===== src/rtl/ssd_pkg.sv =====
// Types, constants and lookup functions for the seven-segment scan driver.
package ssd_pkg;

  localparam int unsigned DIGIT_COUNT = 8;
  localparam int unsigned DIGIT_W     = 4;
  localparam int unsigned VALUE_W     = 14;
  localparam int unsigned POS_W       = 3;
  localparam int unsigned CODE_W      = 3;
  localparam int unsigned SEG_W       = 7;

  localparam logic [VALUE_W-1:0] MAX_VALUE = 14'd9999;

  typedef enum logic {
    FUNC_LOAD = 1'b0,
    FUNC_TICK = 1'b1
  } ssd_func_e;

  typedef struct packed {
    ssd_func_e          func;
    logic [VALUE_W-1:0] first_value;
    logic [VALUE_W-1:0] second_value;
  } ssd_in_t;

  typedef struct packed {
    logic [CODE_W-1:0] digit_code;
    logic [SEG_W-1:0]  segments;
  } ssd_out_t;

  // Word passed from the front end to the back end: digit 0 is the thousands
  // digit of the first value.
  typedef struct packed {
    ssd_func_e                             func;
    logic [DIGIT_COUNT-1:0][DIGIT_W-1:0]   digits;
  } ssd_cmd_t;

  // Segment pattern, bit 6 = a ... bit 0 = g; anything above nine shows nine.
  function automatic logic [SEG_W-1:0] seg_pattern(input logic [DIGIT_W-1:0] digit);
    logic [SEG_W-1:0] seg;
    unique case (digit)
      4'd0:    seg = 7'h7E;
      4'd1:    seg = 7'h30;
      4'd2:    seg = 7'h6D;
      4'd3:    seg = 7'h79;
      4'd4:    seg = 7'h33;
      4'd5:    seg = 7'h5B;
      4'd6:    seg = 7'h5F;
      4'd7:    seg = 7'h70;
      4'd8:    seg = 7'h7F;
      default: seg = 7'h7B;
    endcase
    return seg;
  endfunction

  // Digit line select: scan position bits reversed.
  function automatic logic [CODE_W-1:0] sel_code(input logic [POS_W-1:0] pos);
    return {pos[0], pos[1], pos[2]};
  endfunction

endpackage


===== src/rtl/ssd_front.sv =====
// Front end: accepts words, saturates the values and splits them into decimal digits.
module ssd_front (
  input  logic              clk_i,
  input  logic              rst_ni,
  input  logic              in_valid_i,
  output logic              in_ready_o,
  input  ssd_pkg::ssd_in_t  in_word_i,
  output logic              push_valid_o,
  input  logic              push_ready_i,
  output ssd_pkg::ssd_cmd_t push_cmd_o
);

  localparam int unsigned LANES = 2;

  // Reciprocal constants; exact for the saturated ranges involved.
  localparam logic [27:0] RECIP_1000 = 28'd8389;
  localparam logic [15:0] RECIP_100  = 16'd41;
  localparam logic [14:0] RECIP_10   = 15'd205;

  logic [LANES-1:0][13:0] val_sat;
  logic [LANES-1:0][27:0] prod1;
  logic [LANES-1:0][3:0]  thou_d;
  logic [LANES-1:0][13:0] diff1;

  logic [LANES-1:0][15:0] prod2;
  logic [LANES-1:0][3:0]  hund_d;
  logic [LANES-1:0][9:0]  diff2;

  logic [LANES-1:0][14:0] prod3;
  logic [LANES-1:0][3:0]  tens;
  logic [LANES-1:0][6:0]  diff3;

  logic                   s1_valid_q;
  ssd_pkg::ssd_func_e     s1_func_q;
  logic [LANES-1:0][3:0]  s1_thou_q;
  logic [LANES-1:0][9:0]  s1_rem_q;

  logic                   s2_valid_q;
  ssd_pkg::ssd_func_e     s2_func_q;
  logic [LANES-1:0][3:0]  s2_thou_q;
  logic [LANES-1:0][3:0]  s2_hund_q;
  logic [LANES-1:0][6:0]  s2_rem_q;

  logic s1_ready;
  logic s2_ready;
  logic in_fire;

  assign s2_ready   = !s2_valid_q || push_ready_i;
  assign s1_ready   = !s1_valid_q || s2_ready;
  assign in_ready_o = s1_ready;
  assign in_fire    = in_valid_i && s1_ready;

  assign val_sat[0] = (in_word_i.first_value > ssd_pkg::MAX_VALUE) ?
                      ssd_pkg::MAX_VALUE : in_word_i.first_value;
  assign val_sat[1] = (in_word_i.second_value > ssd_pkg::MAX_VALUE) ?
                      ssd_pkg::MAX_VALUE : in_word_i.second_value;

  always_comb begin
    for (int l = 0; l < LANES; l++) begin
      prod1[l]  = 28'(val_sat[l]) * RECIP_1000;
      thou_d[l] = prod1[l][26:23];
      diff1[l]  = val_sat[l] - (14'(thou_d[l]) * 14'd1000);

      prod2[l]  = 16'(s1_rem_q[l]) * RECIP_100;
      hund_d[l] = prod2[l][15:12];
      diff2[l]  = s1_rem_q[l] - (10'(hund_d[l]) * 10'd100);

      prod3[l]  = 15'(s2_rem_q[l]) * RECIP_10;
      tens[l]   = prod3[l][14:11];
      diff3[l]  = s2_rem_q[l] - (7'(tens[l]) * 7'd10);
    end
  end

  always_ff @(posedge clk_i or negedge rst_ni) begin
    if (!rst_ni) begin
      s1_valid_q <= 1'b0;
      s2_valid_q <= 1'b0;
    end else begin
      if (s1_ready) begin
        s1_valid_q <= in_valid_i;
      end
      if (s2_ready) begin
        s2_valid_q <= s1_valid_q;
      end
    end
  end

  always_ff @(posedge clk_i) begin
    if (in_fire) begin
      s1_func_q <= in_word_i.func;
      for (int l = 0; l < LANES; l++) begin
        s1_thou_q[l] <= thou_d[l];
        s1_rem_q[l]  <= diff1[l][9:0];
      end
    end
    if (s1_valid_q && s2_ready) begin
      s2_func_q <= s1_func_q;
      for (int l = 0; l < LANES; l++) begin
        s2_thou_q[l] <= s1_thou_q[l];
        s2_hund_q[l] <= hund_d[l];
        s2_rem_q[l]  <= diff2[l][6:0];
      end
    end
  end

  assign push_valid_o = s2_valid_q;

  always_comb begin
    push_cmd_o.func = s2_func_q;
    for (int l = 0; l < LANES; l++) begin
      push_cmd_o.digits[4*l]   = s2_thou_q[l];
      push_cmd_o.digits[4*l+1] = s2_hund_q[l];
      push_cmd_o.digits[4*l+2] = tens[l];
      push_cmd_o.digits[4*l+3] = diff3[l][3:0];
    end
  end

endmodule


===== src/rtl/ssd_fifo.sv =====
// Short queue of decoded words between the front end and the back end.
module ssd_fifo #(
  parameter int unsigned DEPTH = 2
) (
  input  logic              clk_i,
  input  logic              rst_ni,
  input  logic              wr_valid_i,
  output logic              wr_ready_o,
  input  ssd_pkg::ssd_cmd_t wr_cmd_i,
  output logic              rd_valid_o,
  input  logic              rd_ready_i,
  output ssd_pkg::ssd_cmd_t rd_cmd_o
);

  localparam int unsigned PTR_W = (DEPTH > 1) ? $clog2(DEPTH) : 1;
  localparam int unsigned CNT_W = $clog2(DEPTH + 1);

  ssd_pkg::ssd_cmd_t mem_q [DEPTH];
  logic [PTR_W-1:0]  wr_ptr_q;
  logic [PTR_W-1:0]  rd_ptr_q;
  logic [CNT_W-1:0]  count_q;
  logic              wr_fire;
  logic              rd_fire;

  assign wr_ready_o = (count_q != CNT_W'(DEPTH));
  assign rd_valid_o = (count_q != '0);
  assign wr_fire    = wr_valid_i && wr_ready_o;
  assign rd_fire    = rd_valid_o && rd_ready_i;
  assign rd_cmd_o   = mem_q[rd_ptr_q];

  always_ff @(posedge clk_i or negedge rst_ni) begin
    if (!rst_ni) begin
      wr_ptr_q <= '0;
      rd_ptr_q <= '0;
      count_q  <= '0;
    end else begin
      if (wr_fire) begin
        wr_ptr_q <= (wr_ptr_q == PTR_W'(DEPTH - 1)) ? '0 : wr_ptr_q + 1'b1;
      end
      if (rd_fire) begin
        rd_ptr_q <= (rd_ptr_q == PTR_W'(DEPTH - 1)) ? '0 : rd_ptr_q + 1'b1;
      end
      if (wr_fire && !rd_fire) begin
        count_q <= count_q + 1'b1;
      end else if (rd_fire && !wr_fire) begin
        count_q <= count_q - 1'b1;
      end
    end
  end

  always_ff @(posedge clk_i) begin
    if (wr_fire) begin
      mem_q[wr_ptr_q] <= wr_cmd_i;
    end
  end

endmodule


===== src/rtl/ssd_back.sv =====
// Back end: digit store, scan position and the registered output word.
module ssd_back (
  input  logic              clk_i,
  input  logic              rst_ni,
  input  logic              rd_valid_i,
  output logic              rd_ready_o,
  input  ssd_pkg::ssd_cmd_t rd_cmd_i,
  output logic              out_valid_o,
  input  logic              out_ready_i,
  output ssd_pkg::ssd_out_t out_word_o
);

  logic [ssd_pkg::DIGIT_COUNT-1:0][ssd_pkg::DIGIT_W-1:0] digit_q;
  logic [ssd_pkg::POS_W-1:0] pos_q;
  logic                      out_valid_q;
  ssd_pkg::ssd_out_t         out_word_q;
  logic                      out_free;
  logic                      pop;
  logic                      load_en;
  logic                      tick_en;

  assign out_free   = !out_valid_q || out_ready_i;
  assign rd_ready_o = (rd_cmd_i.func == ssd_pkg::FUNC_LOAD) || out_free;
  assign pop        = rd_valid_i && rd_ready_o;
  assign load_en    = pop && (rd_cmd_i.func == ssd_pkg::FUNC_LOAD);
  assign tick_en    = pop && (rd_cmd_i.func == ssd_pkg::FUNC_TICK);

  always_ff @(posedge clk_i or negedge rst_ni) begin
    if (!rst_ni) begin
      digit_q     <= '0;
      pos_q       <= '0;
      out_valid_q <= 1'b0;
    end else begin
      if (load_en) begin
        digit_q <= rd_cmd_i.digits;
      end
      if (tick_en) begin
        pos_q <= (pos_q == ssd_pkg::POS_W'(ssd_pkg::DIGIT_COUNT - 1)) ? '0 : pos_q + 1'b1;
        out_valid_q <= 1'b1;
      end else if (out_ready_i) begin
        out_valid_q <= 1'b0;
      end
    end
  end

  always_ff @(posedge clk_i) begin
    if (tick_en) begin
      out_word_q.digit_code <= ssd_pkg::sel_code(pos_q);
      out_word_q.segments   <= ssd_pkg::seg_pattern(digit_q[pos_q]);
    end
  end

  assign out_valid_o = out_valid_q;
  assign out_word_o  = out_word_q;

endmodule


===== src/rtl/seven_segment_scan_driver_top.sv =====
// Top level of the eight-digit multiplexed seven-segment scan driver.
//
//   channel  direction  payload            handshake
//   in       input      ssd_in_t  (29 b)   in_valid_i / in_ready_o
//   out      output     ssd_out_t (10 b)   out_valid_o / out_ready_i
//
// One word per cycle sustained on both channels while out_ready_i stays high; a
// tick word passes through two digit-split stages and then the queue before the
// output register takes it. Loads give no output word.
// Reset clears the digit store, the scan position and all valid flags.
// A stalled output fills the queue and then the split stages before in_ready_o drops.
module seven_segment_scan_driver_top #(
  parameter int unsigned FIFO_DEPTH = 2
) (
  input  logic              clk_i,
  input  logic              rst_ni,
  input  logic              in_valid_i,
  output logic              in_ready_o,
  input  ssd_pkg::ssd_in_t  in_word_i,
  output logic              out_valid_o,
  input  logic              out_ready_i,
  output ssd_pkg::ssd_out_t out_word_o
);

  logic              push_valid;
  logic              push_ready;
  ssd_pkg::ssd_cmd_t push_cmd;
  logic              pop_valid;
  logic              pop_ready;
  ssd_pkg::ssd_cmd_t pop_cmd;

  ssd_front u_front (
    .clk_i        (clk_i),
    .rst_ni       (rst_ni),
    .in_valid_i   (in_valid_i),
    .in_ready_o   (in_ready_o),
    .in_word_i    (in_word_i),
    .push_valid_o (push_valid),
    .push_ready_i (push_ready),
    .push_cmd_o   (push_cmd)
  );

  ssd_fifo #(
    .DEPTH (FIFO_DEPTH)
  ) u_fifo (
    .clk_i      (clk_i),
    .rst_ni     (rst_ni),
    .wr_valid_i (push_valid),
    .wr_ready_o (push_ready),
    .wr_cmd_i   (push_cmd),
    .rd_valid_o (pop_valid),
    .rd_ready_i (pop_ready),
    .rd_cmd_o   (pop_cmd)
  );

  ssd_back u_back (
    .clk_i       (clk_i),
    .rst_ni      (rst_ni),
    .rd_valid_i  (pop_valid),
    .rd_ready_o  (pop_ready),
    .rd_cmd_i    (pop_cmd),
    .out_valid_o (out_valid_o),
    .out_ready_i (out_ready_i),
    .out_word_o  (out_word_o)
  );

endmodule


===== config.mk =====
export PLATFORM = sky130hd
export DESIGN_NAME = seven_segment_scan_driver_top
export DESIGN_NICKNAME = d
export VERILOG_FILES = /design/src/rtl/ssd_pkg.sv /design/src/rtl/ssd_front.sv /design/src/rtl/ssd_fifo.sv /design/src/rtl/ssd_back.sv /design/src/rtl/seven_segment_scan_driver_top.sv
export SDC_FILE = /design/constraint.sdc
export NUM_CORES = 1
export LEC_CHECK = 0
export ABC_AREA = 1
export BUFFER_PORTS_ARGS = -buffer_cell sky130_fd_sc_hd__buf_2
export CAP_MARGIN = 10
export CORE_ASPECT_RATIO = 0.5
export CORE_MARGIN = 4
export CORE_UTILIZATION = 60
export DETAILED_ROUTE_END_ITERATION = 8
export PLACE_DENSITY = 0.85
export SLEW_MARGIN = 20
export SYNTH_ARGS = -nofsm -noshare
export SYNTH_HDL_FRONTEND = slang
export SYNTH_SLANG_ARGS = --single-unit

===== constraint.sdc =====
create_clock -name clk_i -period 8.5 [get_ports clk_i]
set_input_delay 0.85 -clock clk_i [delete_from_list [all_inputs] [get_ports clk_i]]
set_output_delay 0.85 -clock clk_i [all_outputs]
set_load 0.03 [all_outputs]

* Yosys cells after proc, flatten, opt, wreduce, memory -nomap -nowiden
Memories as Yosys holds them, arrays and structs flattened. A register that Yosys moved wholly into a read port is not among the register bits.
Index checks and enable logic that the tools add are counted.
** Word-level totals
- Bits in registers :: 105
- Bits in writable memories :: 66
- ROM bits :: 112
- Bits of input ports :: 33
- Output and inout port bits :: 12
- Logic and storage cells :: 92
- Memories :: 2
** Cells by class
- Add/subtract/negate cells :: 11
- $mul :: 12
- Order comparisons :: 3
- Eq/ne operators :: 2
- Mux-type cells :: 13
- Bitwise logic cells :: 1
- Reductions and logical operators :: 20
** Memory list
- (name not given) :: depth 16, width 7, read ports 1, clocked after memory_dff 1, wr ports 0, line ssd_pkg.sv:39 : unique case (digit)
- u_fifo.mem_q :: depth 2, width 33, read ports 1, clocked after memory_dff 0, wr ports 1, line ssd_fifo.sv:18 : ssd_pkg::ssd_cmd_t mem_q [DEPTH];
** Operators by type and width (number)
- $mul A14 B14 Y27 const B :: 2
- $mul A10 B6 Y16 const B :: 2
- $mul A7 B8 Y15 const B :: 2
- $gt A14 B14 Y1 const B :: 2
- $mux W14 :: 2
- $sub A10 B10 Y10 :: 2
- $mul A4 B7 Y7 const B :: 2
- $sub A7 B7 Y7 :: 2
- $bmux W4 S3 :: 1
- $mul A4 B5 Y5 const B :: 2
- $logic_and A1 B1 Y1 :: 8
- $mul A4 B3 Y3 const B :: 2
- $sub A4 B4 Y4 :: 2
- $mux W1 :: 6
- $reduce_bool A2 Y1 :: 3
- $logic_not A1 Y1 :: 5
- $logic_or A1 B1 Y1 :: 4
- $lt A3 B4 Y1 const B :: 1
- $mux W2 :: 2
- $mux W4 :: 1
- $add A3 B1 Y3 const B :: 1
- $eq A3 B3 Y1 const B :: 1
- $mux W3 :: 1
- $add A1 B1 Y1 const B :: 2
- other kinds (4) :: 4

* Logic depth before layout (Yosys ltp)
- Depth in word-level cells :: 7
- Gate-level depth with buffers :: 44
- Gate-level depth less buffers :: 44

* Modules after synthesis
Synthesis repeated with hierarchy kept, for this count alone.
** Unflattened totals
- Cell total of the unflattened synthesis :: 1845
- Area total of the unflattened synthesis :: 16876.2 µm²
** Modules (own cells, without submodules)
- ssd_front :: instances 1, cells an instance 1403, area an instance 11921.4 µm², seq. area each 1851.8 µm²
- ssd_fifo :: instances 1, cells an instance 201, area an instance 2703.8 µm², seq. area each 2082.0 µm²
- ssd_back :: instances 1, cells an instance 241, area an instance 2250.9 µm², seq. area each 1201.2 µm²

* Least setup slack after synthesis
Ideal clock, no wire load.
- Path type :: input -> register
- Start point :: in in_word_i[6] in the netlist's numbering
- End point :: reg u_front.s1_rem_q[19] in the netlist's numbering, data pin
- Library setup time :: 253 ps
- Arrival time :: 7277 ps
- Data required time :: 8247 ps
- Setup slack :: 970 ps
- Stages on the path :: 41
- Buffers on the path :: 1
- Path through :: nor2_1 nand2_1 nand2_1 nand2_1 nand2_2 buf_6 inv_2 nor2_1 inv_1 nor2_1 nor2_1 ha_1 ha_1 inv_1 fa_1 inv_1 fa_1 ha_1 [... 5 more ...] nand2_1 nand2_1 nand2_1 inv_1 fa_1 inv_1 fa_1 inv_1 ha_1 xor2_1 ha_1 inv_1 o21ai_0 inv_1 o21ai_1 a31oi_1 nand3_1 nand2_1
** RTL lines
- from (decl) :: line seven_segment_scan_driver_top.sv:19 : input ssd_pkg::ssd_in_t in_word_i,
- to (signal, indexed assignment) :: line ssd_front.sv:93 : s1_rem_q[l] <= diff1[l][9:0];
- to (decl) :: line ssd_front.sv:36 : logic [LANES-1:0][9:0] s1_rem_q;

==> summary.txt <==
Run status
  • Outcome: finished clean

Global routing
  • Grt ovf: 0
  • Largest net degree at the start of global routing: 65
  • Antenna violations before repair: 0
  • Vias in the first global route: 12300
  • GRT Overall Usage: about a quarter
  • First-pass GRT wire length: 58.3 mm

Setup path
  • Worst EP arrival: between 8 and 9 ns
  • Setup crit end kind: flip-flop
  • WP depth: 41
  • Slowest Stage Delay on Critical Path: 0.58 ns
  • Family with the most delay on the worst path: adder cells
  • CP max FO: 11
  • Worst Setup Path Type: in -> reg
  • CP max-delay cell: fa_1
  • Most used cell, CP: nand2_1
  • Worst path bufs/invs: 9
  • Setup crit start kind: input port
  • Worst EP required: approximately 8.7 ns
  • Worst Reg-to-Reg Cells: 27

Cells and area
  • Area Growth Syn to Fin: 7.96%
  • # nets final: 2273
  • Post-Layout Cell Count: 2186
  • Fraction of layout cells with a size suffix above 1: under 10%
  • N_diodes: 0

Place
  • PortBufs: 44
  • HPWL Detailed: between 20 and 30 mm
  • Placed insts: 2154
  • Setup Slack @ Placement: -0.0744 ns
  • Routability Congestion: 0.948

Logic synthesis
  • Asr flop ratio synth: 23.6%
  • Cells after synthesis: 1768
  • Post-synth EDFFs: 136
  • Yosys reg bits: 178
  • Sequential share of the synthesized area: 31.4%
  • Syn Std Cell Area: between 0.015 and 0.02 mm²
  • Distinct cell type count after synthesis: between 40 and 50
  • Synth Warn #: 0
  • Dominant synthesized flop cell: edfxtp_1
  • Net Count, Synth: 2220
  • Syn Area/Cell: 9.26 µm²

Timing
  • RSZ-0062 raised after global routing: no
  • Final Hold Fails: 0
  • Setup TNS: 0 ns
  • Worst Skew: around 0.0088 ns
  • Slew Limit Fails: 0
  • Setup ws final: 0.543 ns
  • Final Setup Violations: 0
  • Relative slew slack: between 30% and 40%
  • Worst Max-Slew Pin Slew: 1.04 ns
  • Fraction of the cycle the final worst path needs: 93.6%
  • FMAX: 0.126 GHz
  • Hold slack final: 0.421 ns
  • Final min period: ~8.0 ns

Hold path
  • WHS Path Cells: 0
  • Hold WC Path Type: reg -> reg

Detailed routing
  • Vias per inst: around 5.4
  • Residual DRC: 0
  • Starting DRT DRC Count: around 880
  • Remaining antenna violation count: 0
  • Routed wire length: 33.8 mm
  • WL/cell: 15.5 µm
  • Number of iterations in the first detailed-routing pass: 6
  • Via count: 11900

Die
  • Full die area: 0.0302 mm²
  • Die W: 242 µm
  • Die Y: 125 µm
  • Row cnt: 42
  • Core area: between 0.02 and 0.03 mm²
  • Io pins: 45
  • Initial Util: 61.5%

Clock tree
  • CTS Sinks: 178
  • Clock buffer depth: 2
  • Postcts setup bufs: 0
  • Clk root buf: clkbuf_16
  • CTS tree: done
  • Worst skew pair latency: 0.44 ns
  • Clock transition at path regs: ~0.07 ns
  • CTS Buf Count: 17
  • CTS H-tree depth: 4

Flow run
  • Max-cap violation count: 0
==> repair_timing <==
| item | 4_1_cts | 5_1_grt |
|---|---|---|
| resized for setup | 0 | 6 |
| endpoints found under the setup margin | 0 | 1 |
| hold buffers | 0 | 0 |
==> worst paths after layout <==
kind / startpoint / end / slack [ns]
max: in_word_i[6] / u_front.s1_rem_q[19] / 0.54
min: u_front.s1_thou_q[4] / u_front.push_cmd_o[16] / 0.42
max reg2reg: u_front.s1_rem_q[3] / u_front.s2_rem_q[6] / 3.33
min reg2reg: u_front.s1_thou_q[4] / u_front.push_cmd_o[16] / 0.42
max in group asynchronous: rst_ni / u_back.digit_q[7] / 7.35
min in group asynchronous: rst_ni / u_fifo.count_q[0] / 0.55
==> synthesized netlist by cell type, types with 5 or more instances <==
master | instances | share of area (%)
dfrtp_1 | 42 | 6.4
nor3_1 | 8 | 0.24
or2_2 | 26 | 0.99
ha_1 | 344 | 26
inv_1 | 369 | 8.5
o21ai_0 | 78 | 2.4
o21a_1 | 19 | 0.87
nand2_2 | 8 | 0.31
a21oi_1 | 88 | 2.7
xnor2_1 | 17 | 0.91
a21o_1 | 7 | 0.32
xor2_1 | 36 | 1.9
a31oi_1 | 5 | 0.19
buf_2 | 5 | 0.15
fa_1 | 75 | 9.2
nand3_1 | 44 | 1.3
o21bai_1 | 6 | 0.28
nand2_1 | 230 | 5.3
nor2_1 | 131 | 3.0
edfxtp_1 | 136 | 25
o211ai_1 | 19 | 0.87
nand4_1 | 16 | 0.61
inv_2 | 5 | 0.11
clkbuf_1 | 13 | 0.30
==> registers in the layout, indices dropped and copies added, names as in the netlist <==
register              count
u_front.s1_rem_q         20
u_front.s2_func_q         1
u_fifo.rd_ptr_q           1
u_back.out_word_o        10
u_back.digit_q           32
u_front.s1_valid_q        1
u_front.s2_rem_q         14
u_front.s1_thou_q         8
u_front.push_cmd_o       16
u_fifo.mem_q             66
u_back.pos_q              3
u_front.s1_func_q         1
u_fifo.wr_ptr_q           1
u_fifo.count_q            2
u_back.out_valid_o        1
u_front.push_valid_o      1
==> cell families (layout without fill, tap and decap cells) <==
kind of cell             count (synthesis)  after routing  share of synthesized area [%]
AND/OR/NAND/NOR                        484            484                           12.8
AO/OA/AOI/OAI                          236            236                           8.24
flip-flops                             178            178                           31.4
buffers and inverters                  397            463                           9.21
adder cells (fa/ha/maj)                419            419                           35.5
XOR/XNOR                                54             54                           2.97
==> per-stage QoR <==
step           utilization, %  cell area (µm²)
2_1_floorplan               -            16400
3_3_place_gp             63.9            17000
3_5_place_dp             63.9            17000
4_1_cts                  66.3            17700
5_1_grt                  66.4            17700
6_report                 66.4            17700
==> final cells by class <==
class	instances	area [µm²]
clock buffers	20	479
clock inverters	12	141
fillers	1922	8960
inverters	377	1420
multi-input cells	1193	9770
flip-flops and latches	178	5130
well taps	352	440
repair buffers	54	295
==> per-layer routing <==
| metal | routed length, µm | share of wire [%] | track usage (%) | vias up |
|---|---|---|---|---|
| met5 | 0 | 0 | 0 | - |
| met4 | 501 | 1.5 | 5.35 | 0 |
| met3 | 1760 | 5.2 | 3.83 | 47 |
| met2 | 16400 | 48 | 41.1 | 296 |
| met1 | 15200 | 45 | 30.5 | 5635 |
| li1 | - | - | - | 5917 |
==> cells in the final DEF (no fill, tap or decap), drive strengths merged, types with 2 or more instances in the layout <==
master   instances
a21oi           88
o221ai           2
dfrtp           42
xnor2           17
o2111ai          2
nor4             4
or2             29
fa              75
clkbuf          20
nand3           46
clkinv           4
o211ai          19
o21ai           83
o21bai           6
bufinv           2
buf             54
nand3b           2
a31oi            5
nand2          240
inv            382
edfxtp         136
o21a            19
nand4           16
ha             344
and2             2
nor2           135
xor2            36
a21o             7
nor3             8
Power is not shown: default switching activity piles up to over one toggle a cycle in this logic, so the estimate is an artifact.
